## config.mk

```make
export PLATFORM = sky130hd
export DESIGN_NAME = quadrature_position_p_drive
export DESIGN_NICKNAME = d
export VERILOG_FILES = /design/src/rtl/qpd_pkg.sv /design/src/rtl/quadrature_position_p_drive.sv /design/src/rtl/qpd_decoder.sv /design/src/rtl/qpd_error.sv /design/src/rtl/qpd_drive.sv
export SDC_FILE = /design/constraint.sdc
export NUM_CORES = 1
export LEC_CHECK = 0
export BUFFER_PORTS_ARGS = -buffer_cell sky130_fd_sc_hd__buf_4
export CORE_UTILIZATION = 45
export DETAILED_ROUTE_END_ITERATION = 6
export GPL_TIMING_DRIVEN = 1
export PLACE_DENSITY_LB_ADDON = 0.08
export SYNTH_ARGS = -nofsm -noshare
export SYNTH_HDL_FRONTEND = slang
export SYNTH_SLANG_ARGS = --single-unit
```

## constraint.sdc

```tcl
create_clock -name clk_i -period 17.2 [get_ports clk_i]
set_input_delay 3.44 -clock clk_i [delete_from_list [all_inputs] [get_ports clk_i]]
set_output_delay 3.44 -clock clk_i [all_outputs]
set_load 0.1 [all_outputs]
```

## src/rtl/qpd_pkg.sv

```systemverilog
package qpd_pkg;

  localparam int unsigned CfgIdxBits = 3;
  localparam int unsigned DutyBits   = 8;

  // Configuration register indexes
  localparam logic [CfgIdxBits-1:0] CFG_TARGET_POSITION = 3'd0;
  localparam logic [CfgIdxBits-1:0] CFG_GAIN            = 3'd1;
  localparam logic [CfgIdxBits-1:0] CFG_MIN_DUTY        = 3'd2;
  localparam logic [CfgIdxBits-1:0] CFG_MAX_DUTY        = 3'd3;
  localparam logic [CfgIdxBits-1:0] CFG_STOP_MARGIN     = 3'd4;

  localparam logic [15:0]         GAIN_RESET   = 16'd256;
  localparam logic [DutyBits-1:0] DRIVE_TOP    = 8'd255;
  localparam logic [15:0]         MARGIN_RESET = 16'd1;

  // Drive decision handed from the error stage to the drive stage
  typedef struct packed {
    logic done;
    logic fwd;
    logic rev;
  } dir_t;

  // Gray-coded encoder levels to phase: 00->0, 10->1, 11->2, 01->3 (a,b)
  function automatic logic [1:0] phase_of(input logic a, input logic b);
    phase_of = {b, a ^ b};
  endfunction

endpackage

```

## src/rtl/quadrature_position_p_drive.sv

```systemverilog
// channel   | handshake                | payload
// ----------+--------------------------+--------------------------------------------
// input     | in_valid_i / in_stall_o  | sensor_a_i, sensor_b_i
// result    | out_valid_o / out_stall_i| position_o, drive_forward_o,
//           |                          | drive_reverse_o, done_res_o
// config    | cfg_we_i                 | cfg_idx_i, cfg_data_i
//
// One item per cycle sustained while out_stall_i is low; each item passes through
// registered stages: decode/count, error and multiply, clamp and output register.
// The position count and phase update as the item is taken, so adjacent items
// need no spacing. Reset clears the count and phase and loads register defaults.
// out_stall_i holds the output register and backs up through the stages; the
// input stalls only once every stage holds an item.
module quadrature_position_p_drive #(
  parameter int unsigned POSITION_BITS = 16
) (
  input  logic                             clk_i,
  input  logic                             rst_ni,
  input  logic                             cfg_we_i,
  input  logic [qpd_pkg::CfgIdxBits-1:0]   cfg_idx_i,
  input  logic [15:0]                      cfg_data_i,
  input  logic                             in_valid_i,
  output logic                             in_stall_o,
  input  logic                             sensor_a_i,
  input  logic                             sensor_b_i,
  output logic                             out_valid_o,
  input  logic                             out_stall_i,
  output logic [15:0]                      position_o,
  output logic [7:0]                       drive_forward_o,
  output logic [7:0]                       drive_reverse_o,
  output logic                             done_res_o
);

  localparam int unsigned MagBits  = (POSITION_BITS > 16) ? POSITION_BITS : 16;
  localparam int unsigned ProdBits = MagBits + 16;

  logic [15:0] target_q, gain_q, margin_q;
  logic [7:0]  min_duty_q, max_duty_q;

  logic                     dec_ready, dec_valid;
  logic [POSITION_BITS-1:0] dec_pos;
  logic                     err_ready, err_valid;
  logic [15:0]              err_position;
  logic [ProdBits-1:0]      err_prod;
  qpd_pkg::dir_t            err_dir;
  logic                     drv_ready;

  always_ff @(posedge clk_i or negedge rst_ni) begin
    if (!rst_ni) begin
      target_q   <= 16'd0;
      gain_q     <= qpd_pkg::GAIN_RESET;
      min_duty_q <= 8'd0;
      max_duty_q <= qpd_pkg::DRIVE_TOP;
      margin_q   <= qpd_pkg::MARGIN_RESET;
    end else if (cfg_we_i) begin
      case (cfg_idx_i)
        qpd_pkg::CFG_TARGET_POSITION: target_q   <= cfg_data_i;
        qpd_pkg::CFG_GAIN:            gain_q     <= cfg_data_i;
        qpd_pkg::CFG_MIN_DUTY:        min_duty_q <= cfg_data_i[7:0];
        qpd_pkg::CFG_MAX_DUTY:        max_duty_q <= cfg_data_i[7:0];
        qpd_pkg::CFG_STOP_MARGIN:     margin_q   <= cfg_data_i;
        default: ;
      endcase
    end
  end

  assign in_stall_o = !dec_ready;

  qpd_decoder #(
    .POSITION_BITS(POSITION_BITS)
  ) u_decoder (
    .clk_i      (clk_i),
    .rst_ni     (rst_ni),
    .valid_i    (in_valid_i),
    .ready_o    (dec_ready),
    .sensor_a_i (sensor_a_i),
    .sensor_b_i (sensor_b_i),
    .valid_o    (dec_valid),
    .ready_i    (err_ready),
    .pos_o      (dec_pos)
  );

  qpd_error #(
    .POSITION_BITS(POSITION_BITS)
  ) u_error (
    .clk_i             (clk_i),
    .rst_ni            (rst_ni),
    .valid_i           (dec_valid),
    .ready_o           (err_ready),
    .pos_i             (dec_pos),
    .target_position_i (target_q),
    .gain_i            (gain_q),
    .stop_margin_i     (margin_q),
    .valid_o           (err_valid),
    .ready_i           (drv_ready),
    .position_o        (err_position),
    .prod_o            (err_prod),
    .dir_o             (err_dir)
  );

  qpd_drive #(
    .POSITION_BITS(POSITION_BITS)
  ) u_drive (
    .clk_i           (clk_i),
    .rst_ni          (rst_ni),
    .valid_i         (err_valid),
    .ready_o         (drv_ready),
    .position_i      (err_position),
    .prod_i          (err_prod),
    .dir_i           (err_dir),
    .min_duty_i      (min_duty_q),
    .max_duty_i      (max_duty_q),
    .valid_o         (out_valid_o),
    .ready_i         (!out_stall_i),
    .position_o      (position_o),
    .drive_forward_o (drive_forward_o),
    .drive_reverse_o (drive_reverse_o),
    .done_res_o      (done_res_o)
  );

endmodule

```

## src/rtl/qpd_decoder.sv

```systemverilog
module qpd_decoder #(
  parameter int unsigned POSITION_BITS = 16
) (
  input  logic                     clk_i,
  input  logic                     rst_ni,
  input  logic                     valid_i,
  output logic                     ready_o,
  input  logic                     sensor_a_i,
  input  logic                     sensor_b_i,
  output logic                     valid_o,
  input  logic                     ready_i,
  output logic [POSITION_BITS-1:0] pos_o
);

  logic [1:0]               phase;
  logic [1:0]               phase_q;
  logic [POSITION_BITS-1:0] count_d, count_q;
  logic                     valid_q;
  logic                     accept;

  assign ready_o = !valid_q || ready_i;
  assign accept  = valid_i && ready_o;
  assign phase   = qpd_pkg::phase_of(sensor_a_i, sensor_b_i);

  always_comb begin
    count_d = count_q;
    if (phase == phase_q + 2'd1) begin
      count_d = count_q + {{(POSITION_BITS-1){1'b0}}, 1'b1};
    end else if (phase == phase_q - 2'd1) begin
      count_d = count_q - {{(POSITION_BITS-1){1'b0}}, 1'b1};
    end
    // same phase or a jump by two leaves the count alone
  end

  always_ff @(posedge clk_i or negedge rst_ni) begin
    if (!rst_ni) begin
      phase_q <= 2'd0;
      count_q <= '0;
      valid_q <= 1'b0;
    end else begin
      if (accept) begin
        phase_q <= phase;
        count_q <= count_d;
        valid_q <= 1'b1;
      end else if (ready_i) begin
        valid_q <= 1'b0;
      end
    end
  end

  assign valid_o = valid_q;
  assign pos_o   = count_q;

endmodule

```

## src/rtl/qpd_error.sv

```systemverilog
module qpd_error #(
  parameter int unsigned POSITION_BITS = 16,
  localparam int unsigned MagBits = (POSITION_BITS > 16) ? POSITION_BITS : 16,
  localparam int unsigned ErrBits = MagBits + 1,
  localparam int unsigned ProdBits = MagBits + 16
) (
  input  logic                     clk_i,
  input  logic                     rst_ni,
  input  logic                     valid_i,
  output logic                     ready_o,
  input  logic [POSITION_BITS-1:0] pos_i,
  input  logic [15:0]              target_position_i,
  input  logic [15:0]              gain_i,
  input  logic [15:0]              stop_margin_i,
  output logic                     valid_o,
  input  logic                     ready_i,
  output logic [15:0]              position_o,
  output logic [ProdBits-1:0]      prod_o,
  output qpd_pkg::dir_t            dir_o
);

  logic [ErrBits-1:0]         tgt_ext, pos_ext, err;
  logic [ErrBits-1:0]         err_abs;
  logic [MagBits-1:0]         mag;
  logic [POSITION_BITS+15:0]  pos_wide;
  qpd_pkg::dir_t              dir;
  logic                       valid_q;
  logic                       accept;
  logic [15:0]                position_q;
  logic [ProdBits-1:0]        prod_q;
  qpd_pkg::dir_t              dir_q;

  assign ready_o = !valid_q || ready_i;
  assign accept  = valid_i && ready_o;

  assign tgt_ext = {{(ErrBits-16){target_position_i[15]}}, target_position_i};
  assign pos_ext = {{(ErrBits-POSITION_BITS){pos_i[POSITION_BITS-1]}}, pos_i};
  assign err     = tgt_ext - pos_ext;
  assign err_abs = err[ErrBits-1] ? (~err + {{(ErrBits-1){1'b0}}, 1'b1}) : err;
  assign mag     = err_abs[MagBits-1:0];

  // result carries the raw count, zero-extended or cut to 16 bits
  assign pos_wide = {16'd0, pos_i};

  always_comb begin
    dir.done = ({{(ProdBits-MagBits){1'b0}}, mag} < {{(ProdBits-16){1'b0}}, stop_margin_i});
    dir.fwd  = !dir.done && !err[ErrBits-1] && (err != '0);
    dir.rev  = !dir.done && err[ErrBits-1];
  end

  always_ff @(posedge clk_i or negedge rst_ni) begin
    if (!rst_ni) begin
      valid_q <= 1'b0;
    end else if (accept) begin
      valid_q <= 1'b1;
    end else if (ready_i) begin
      valid_q <= 1'b0;
    end
  end

  always_ff @(posedge clk_i) begin
    if (accept) begin
      position_q <= pos_wide[15:0];
      prod_q     <= ProdBits'(mag) * ProdBits'(gain_i);
      dir_q      <= dir;
    end
  end

  assign valid_o    = valid_q;
  assign position_o = position_q;
  assign prod_o     = prod_q;
  assign dir_o      = dir_q;

endmodule

```

## src/rtl/qpd_drive.sv

```systemverilog
module qpd_drive #(
  parameter int unsigned POSITION_BITS = 16,
  localparam int unsigned MagBits = (POSITION_BITS > 16) ? POSITION_BITS : 16,
  localparam int unsigned ProdBits = MagBits + 16
) (
  input  logic                clk_i,
  input  logic                rst_ni,
  input  logic                valid_i,
  output logic                ready_o,
  input  logic [15:0]         position_i,
  input  logic [ProdBits-1:0] prod_i,
  input  qpd_pkg::dir_t       dir_i,
  input  logic [7:0]          min_duty_i,
  input  logic [7:0]          max_duty_i,
  output logic                valid_o,
  input  logic                ready_i,
  output logic [15:0]         position_o,
  output logic [7:0]          drive_forward_o,
  output logic [7:0]          drive_reverse_o,
  output logic                done_res_o
);

  logic [ProdBits-9:0] duty_full;
  logic [7:0]          duty_sat, duty_lo, duty, level;
  logic                valid_q;
  logic                accept;
  logic [15:0]         position_q;
  logic [7:0]          fwd_q, rev_q;
  logic                done_q;

  assign ready_o = !valid_q || ready_i;
  assign accept  = valid_i && ready_o;

  // Q24.8 product truncated, saturated to 8 bits, clamped to min/max, inverted
  assign duty_full = prod_i[ProdBits-1:8];
  assign duty_sat  = (|duty_full[ProdBits-9:8]) ? 8'hFF : duty_full[7:0];
  assign duty_lo   = (duty_sat < min_duty_i) ? min_duty_i : duty_sat;
  assign duty      = (duty_lo > max_duty_i) ? max_duty_i : duty_lo;
  assign level     = qpd_pkg::DRIVE_TOP - duty;

  always_ff @(posedge clk_i or negedge rst_ni) begin
    if (!rst_ni) begin
      valid_q <= 1'b0;
    end else if (accept) begin
      valid_q <= 1'b1;
    end else if (ready_i) begin
      valid_q <= 1'b0;
    end
  end

  always_ff @(posedge clk_i) begin
    if (accept) begin
      position_q <= position_i;
      fwd_q      <= dir_i.fwd ? level : 8'd0;
      rev_q      <= dir_i.rev ? level : 8'd0;
      done_q     <= dir_i.done;
    end
  end

  assign valid_o         = valid_q;
  assign position_o      = position_q;
  assign drive_forward_o = fwd_q;
  assign drive_reverse_o = rev_q;
  assign done_res_o      = done_q;

endmodule

```

==> metrics.md, run 1 <==
| Metric | Value |
|---|---|
| Clock-pin slew reported for the worst setup and hold paths after clock tree synthesis | `approximately 80 ps` |
| Data required time at the worst endpoint | `17,390 ps` |
| Final worst clock skew | `15.1 ps` |
| Start-to-end type of the worst setup path | `register to register` |
| Slew at the pin closest to its max-slew limit | `1190 ps` |
| Crit path arrival time | `9570 ps` |
| Total negative slack | `0 ps` |
| FFs w/ async S/R, synth | `52.8%` |
| Initial Utilization | `45.7%` |
| Critical path endpoint category | `register` |
| Outcome | `complete, no violations` |
| Via count of the first global-routing pass | `11,989` |
| Buffers & Inverters on Critical Path | `5` |
| Number of DRC violations after detailed routing | `0` |
| Top cell type by total area after synthesis | `fa_1` |
| Vertical extent of the die | `195 µm` |
| Drt total wl | `38.7 mm` |
| Number of flops mapped to enable cells by yosys | `76` |
| Quantity of I/O buffers inserted on ports | `60` |
| Iter 0 DRT Violations | `585` |
| Number of setup violations in the final report | `0` |
| Biggest fanout along the worst timing path | `17` |
| Fraction of post-synthesis cell area in the top cell type by area | `23.4%` |
| CTS Sinks | `161` |
| Count of instances resized after the clock tree is built | `0` |
| Highest Clock Rate | `107 MHz` |
| # rows | `70` |
| Clock root cell | `clkbuf_16` |
| Dominant delay contributor by cell family on the critical path | `adder cells` |
| Post-layout minimum cycle time | `9380 ps` |
| Number of buffers on the longest clock path | `2` |
| Tightest slew margin relative to the limit | `about a fifth` |
| Wire length of the first global-routing pass | `64.5 mm` |
| Most instantiated library cell after synthesis | `inv_1` |
| Vias per cell | `5.27` |
| Final global-route overflow total | `0` |
| Hold Path Class | `register to register` |
| Ant. Diodes | `0` |
| Count of different cell masters after synthesis | `61` |
| Flops & latches, synth | `around 160` |
| Number of nets still failing antenna checks after routing | `0` |
| Number of I/O pins | `61` |
| Sequential area share after synthesis | `about a quarter` |
| Nets in the synthesized netlist | `slightly above 2,000` |
| Cell type of the slowest stage on the worst timing path | `fa_1` |
| Number of H-tree levels | `4` |
| Count of yosys warnings during synthesis | `0` |
| GRT Total Usage | `21.8%` |
| Die Wd | `195 µm` |
| Setup repair after global routing missed its margin | `no` |
| Area delta synth->final | `10.1%` |
| Number of failing hold endpoints at the final stage | `0` |
| Slowest stage delay, CP | `540 ps` |
| Via count | `~12,000` |
| Total number of nets in the final design | `approximately 2,100` |
| Total die area | `37,800 µm²` |
| Share of cells above drive strength 1 | `between 10 and 15%` |
| Prevailing post-synth register cell | `edfxtp_1` |
| Routability congestion estimate from global placement | `0.815` |
| Antenna violations before repair | `0` |
| Number of max-cap violations | `0` |
| Pre-Repair DR Iteration Count | `5` |
| Clock tree from TritonCTS | `yes` |
| Mapped Avg Cell Area | `around 10 µm²` |
| Sum of net half-perimeters after detailed placement | `29.7 mm` |
| Post-DP Area | `17,800 µm²` |
| Summed area of non-filler cells in the final layout | `18,400 µm²` |
| Wirelength per Cell | `17.6 µm` |
| Most used standard cells in the synthesized netlist | `inv_1 (273), fa_1 (195), nand2_1 (195)` |
| Max Slew Vio Count | `0` |
| Kind of start point of the critical path | `register` |
| Netlist Area Pre-Place | `16,700 µm²` |
| Fin crit share | `54.5%` |
| TritonCTS buffer count | `17` |
| Gate count of the mapped netlist | `around 1,700` |
| Most used cell along the critical path | `fa_1` |
| Worst skew pair latency | `440 ps` |
| Buffers inserted during post-CTS setup optimization | `0` |
| Placeable Area | `36,500 µm²` |
| Largest net degree at the start of global routing | `74` |
| CTS hold repair buffers | `0` |
| Top cells by area, synth | `fa_1 (23%), edfxtp_1 (14%), ha_1 (12%)` |
[registers in the layout, summed over array words and instances, names as in the netlist]
name and count:
u_drive.drive_forward_o 8, gain_q 16, u_error.dir_o 3, margin_q 16
u_decoder.phase_q 2, u_drive.position_o 16, u_drive.drive_reverse_o 8, u_error.position_o 16
max_duty_q 8, min_duty_q 8, u_drive.valid_o 1, u_drive.done_res_o 1
target_q 16, u_decoder.valid_o 1, u_decoder.pos_o 16, u_error.prod_o 24
u_error.valid_o 1
[path summary, 6_finish.rpt]
kind,slack [ps],end,from,depth (start not counted)
worst max-delay path,7820,u_error.prod_o[30],u_decoder.pos_o[1],31
worst min-delay path,420,u_drive.position_o[8],u_error.position_o[8],0
worst max register to register,7820,u_error.prod_o[30],u_decoder.pos_o[1],31
worst min register to register,420,u_drive.position_o[8],u_error.position_o[8],0
max in group asynchronous,13120,margin_q[15],rst_ni,2
min in group asynchronous,2830,min_duty_q[6],rst_ni,1
[layer usage]
metal | global-route usage [%] | wire (µm) | part of all wire [%]
met1 | 30.6 | 18400 | 48
met2 | 36.5 | 18700 | 48
met3 | 2.81 | 1180 | 3.1
met4 | 3.82 | 348 | 0.90
met5 | 0 | 0 | 0
[logic make-up (layout without fill, tap and decap cells)]
family / Yosys count / in the layout / share of synthesized area, %
flip-flops: 161 / 161 / 26.5
multiplexers: 61 / 61 / 4.05
AND/OR/NAND/NOR: 485 / 485 / 14.9
adder cells (fa/ha/maj): 357 / 357 / 35.6
buffers and inverters: 322 / 390 / 7.29
XOR/XNOR: 64 / 64 / 3.36
AO/OA/AOI/OAI: 217 / 217 / 8.29
[layout make-up]
type / instances / area (µm²)
fillers: 3415 / 18200
clock buffers: 17 / 425
flip-flops and latches: 161 / 4420
inverters: 273 / 1020
repair buffers: 85 / 638
clock inverters: 15 / 185
well taps: 468 / 586
multi-input cells: 1184 / 11100
[per-stage QoR]
step                instances  util [%]  worst slack, ps  hold WS, ps
finish                   2203      50.3             7820          415
global route             2203      50.3             7120          432
CTS                      2203      50.3             7750          420
detailed placement       2171      48.6             7780          406
global placement         2171      48.6             7970          402
floorplan                1667         -             8460          400
[layout by cell type (no fill, tap or decap), types with 52 or more instances in the layout]
| cell type | n |
|---|---|
| mux2_2 | 52 |
| and2_1 | 137 |
| dfrtp_1 | 75 |
| fa_1 | 195 |
| buf_4 | 85 |
| inv_1 | 273 |
| ha_1 | 162 |
| o21ai_0 | 67 |
| nand2_1 | 195 |
| edfxtp_1 | 76 |
[worst register-to-register path, delay by kind of cell (launching register included)]
family / cells / cell delay [ps]
fa+ha+maj: 8 / 3720
compound gates: 12 / 3310
simple gates: 4 / 920
flops: 1 / 470
buf+inv: 5 / 470
xor+xnor: 2 / 220
Power of run 1 is left out: the tool's default activity adds up to more than one toggle a clock period on the data nets, which glitch-free logic cannot reach.
==> run 2, diff against run 1 <==
- ABC_AREA: default -> 1
- clock period: 17.2 -> 8.2 ns (I/O delays scaled with it)
==> run 2 against run 1 <==
Against the previous run: global-route usage rose by 3.5 points; highest routed layer unchanged; hold slack improved by 4.1 ps; via count is 17% higher; critical path depth up 2; first-iteration DRC count increased by 73%; sequential share of layout area decreased by 0.75 points; core utilization grew 0.30 points; design area is 3.2% higher; non-clock buffer count increased by 5; final cell count grew 20%.
==> metrics.md, run 2 <==
| Metric | Value |
|---|---|
| Outcome | `complete, no violations` |
| Max Slew Vio Count | `0 (unchanged)` |
| Drt total wl | `46.2 mm (+20%)` |
| Worst reg-to-reg path cell count | `33 (+6.5%)` |
| CTS Sinks | `161 (unchanged)` |
| RR Endpoint | `u_error.prod_o[31]` |
| Number of max-cap violations | `0 (unchanged)` |
| Number of nets still failing antenna checks after routing | `0 (unchanged)` |
| Pre-Repair DR Iteration Count | `7 (+2)` |
| Gate count of the mapped netlist | `2,060 (+24%)` |
| Mapped Avg Cell Area | `8.30 µm² (-17%)` |
| Flops & latches, synth | `161 (unchanged)` |
| Placeable Area | `37,500 µm² (+2.6%)` |
| Count of different cell masters after synthesis | `54 (-11%)` |
| Total number of nets in the final design | `2,509 (+19%)` |
| Nets in the synthesized netlist | `2,443 (+19%)` |
| Register-to-register setup slack | `440 ps (-7380 ps)` |
| Wire length of the first global-routing pass | `75.0 mm (+16%)` |
| Number of setup violations in the final report | `0 (unchanged)` |
| Final worst clock skew | `14.2 ps (-0.847 ps)` |
| Sequential area share after synthesis | `25.9% (-0.65 points)` |
| Number of flops mapped to enable cells by yosys | `76 (unchanged)` |
| Cell type of the slowest stage on the worst timing path | `fa_1` |
| Number of fill cells | `3,648 (+6.8%)` |
| Slew at the pin closest to its max-slew limit | `1160 ps (-33.3 ps)` |
| Biggest fanout along the worst timing path | `7 (-10)` |
| Clock-pin slew reported for the worst setup and hold paths after clock tree synthesis | `70 ps (about the same)` |
| WHS Path Cells | `0 (unchanged)` |
| # rows | `71 (+1.4%)` |
| Clock root cell | `clkbuf_16` |
| Worst skew pair latency | `440 ps (about the same)` |
| Fraction of post-synthesis cell area in the top cell type by area | `22.8% (-0.57 points)` |
| Routability congestion estimate from global placement | `0.912 (+12%)` |
| Wirelength per Cell | `17.4 µm (-0.59%)` |
| Clock tree from TritonCTS | `yes` |
| Tightest slew margin relative to the limit | `22.7% (+2.2 points)` |
| Via count of the first global-routing pass | `14,082 (+17%)` |
| Slowest stage delay, CP | `560 ps (+20 ps)` |
| Number of DRC violations after detailed routing | `0 (unchanged)` |
| TritonCTS buffer count | `17 (unchanged)` |
| Final cell utilization of the core | `50.6% (+0.30 points)` |
| CTS hold repair buffers | `0 (unchanged)` |
| Kind of start point of the critical path | `register` |
| Initial Utilization | `45.6% (-0.062 points)` |
| Antenna violations before repair | `1 (+1)` |
| Highest Clock Rate | `129 MHz (+21%)` |
| Post-DP Area | `18,200 µm² (+2.4%)` |
| Top cells by area, synth | `fa_1 (23%), edfxtp_1 (13%), ha_1 (12%)` |
| Dpl cells | `2,610 (+20%)` |
| Sum of net half-perimeters after detailed placement | `38.4 mm (+29%)` |
| Data required time at the worst endpoint | `8400 ps (-8990 ps)` |
| Number of H-tree levels | `4 (unchanged)` |
| Post-layout minimum cycle time | `7760 ps (-1620 ps)` |
| Setup repair after global routing missed its margin | `no` |
| Iter 0 DRT Violations | `1,013 (+73%)` |
| Number of failing hold endpoints at the final stage | `0 (unchanged)` |
| GRT Total Usage | `25.3% (+3.5 points)` |
| Die Wd | `197 µm (+1.2%)` |
| Share of cells above drive strength 1 | `9.77% (-1.6 points)` |
| Ant. Diodes | `0 (unchanged)` |
| Hold_sp | `u_error.position_o[1]` |
| Number of flip-flops under the largest register name | `24 (unchanged)` |
| Commonest non-fill, non-tap cells in the layout | `nand2_1 (424), inv_1 (391), nor2_1 (227)` |
| Hold Path Class | `register to register` |
| Via count | `13,584 (+17%)` |
| Total die area | `38,800 µm² (+2.5%)` |
| Final global-route overflow total | `0 (unchanged)` |
| Total negative slack | `0 ps (unchanged)` |
| Quantity of I/O buffers inserted on ports | `60 (unchanged)` |
| Fin crit share | `94.6% (+40 points)` |
| Most used standard cells in the synthesized netlist | `nand2_1 (431), inv_1 (392), nor2_1 (228)` |
| Crit path arrival time | `7960 ps (-1610 ps)` |
| Number of I/O pins | `61 (unchanged)` |
| Number of buffers on the longest clock path | `2 (unchanged)` |
| Critical path endpoint category | `register` |
| Destination of the worst hold path | `u_drive.position_o[1]` |
| Vias per cell | `5.13 (-2.8%)` |
| FFs w/ async S/R, synth | `52.8% (unchanged)` |
| Vertical extent of the die | `197 µm (+1.2%)` |
| Prevailing post-synth register cell | `edfxtp_1` |
| Summed area of non-filler cells in the final layout | `19,000 µm² (+3.2%)` |
| Top cell type by total area after synthesis | `fa_1` |
| Start-to-end type of the worst setup path | `register to register` |
| Most instantiated library cell after synthesis | `nand2_1` |
| Count of yosys warnings during synthesis | `0 (unchanged)` |
| Netlist Area Pre-Place | `17,100 µm² (+2.5%)` |
| Area delta synth->final | `10.9%` |
| Final Non-Filler Cells | `2,650 (+20%)` |
| Largest net degree at the start of global routing | `62 (-16%)` |
| Reg-to-reg critical path startpoint | `target_q[0]` |
| Most used cell along the critical path | `nand2_1` |
| Most frequent standard cell in the layout excluding fill and tap cells | `nand2_1` |
==> run 2: cell count changes in the layout (fill, tap and decap cells not counted), moves of 34 or more <==
| cell | previous run | this run |
|---|---|---|
| mux2_2 | 52 | 1 |
| nor2_1 | 30 | 227 |
| o21ai_0 | 67 | 135 |
| and2_1 | 137 | 1 |
| nand2_1 | 195 | 424 |
| inv_1 | 273 | 391 |
| nand3_1 | 14 | 61 |
| a21oi_1 | 44 | 78 |
==> run 2: cell type report <==
cell class,count,area [µm²],share of cell area [%]
inverters,407,1550,8.16
multi-input cells,1449,11100,58.4
clock inverters,12,119,0.627
flip-flops and latches,161,4420,23.3
clock buffers,20,468,2.47
well taps,511,639,3.37
repair buffers,90,688,3.63
==> run 2: how the worst max path moves through the flow <==
stage | start | endpoint | slack [ps]
after global routing | target_q[0] | u_error.prod_o[30] | 6
final | target_q[0] | u_error.prod_o[31] | 440
after detailed placement | target_q[0] | u_error.prod_o[29] | 140
after CTS | target_q[0] | u_error.prod_o[29] | 100
after floorplan | u_decoder.pos_o[0] | u_error.prod_o[29] | 940
after global placement | target_q[0] | u_error.prod_o[29] | 250
==> run 2: kinds of logic (layout without fill, tap and decap cells) <==
logic type,after synthesis,count (layout),synth area share [%]
mux,1,1,0.0659
flops,161,161,25.9
fa+ha+maj,357,357,34.7
xor+xnor,42,42,2.37
simple gates,791,791,18.9
buf+inv,450,529,10.0
compound gates,258,258,8.09
==> run 2: per-layer routing <==
layer	track usage (%)	vias up	share of wire [%]	routed length [µm]
met1	34.8	6619	46	21400
met2	42.0	366	47	21700
li1	-	6558	-	-
met4	5.89	0	1.7	772
met5	0	-	0	0
met3	3.61	41	5.2	2410
==> run 2: worst max-delay path: cells and delay by family (launching register included) <==
kind	cells	cell delay [ps]
adders and majority gates	9	3810
AOI/OAI and AO/OA	7	1620
and+or+nand+nor	12	1110
buffers and inverters	4	410
DFF	1	350
xor gates and xnor gates	1	210
==> run 2: what timing repair did <==
item | 4_1_cts | 5_1_grt
buffers inserted | 0 | 8
setup endpoints to repair | 0 | 19
resized for setup | 0 | 39
==> run 2: stage by stage <==
step	setup slack, ps	hold WS (ps)
final	441	419
after global routing	5.99	420
after CTS	99.7	419
after detailed placement	139	405
after global placement	251	402
after floorplan	944	400
Power of run 2 is left out for the same reason.
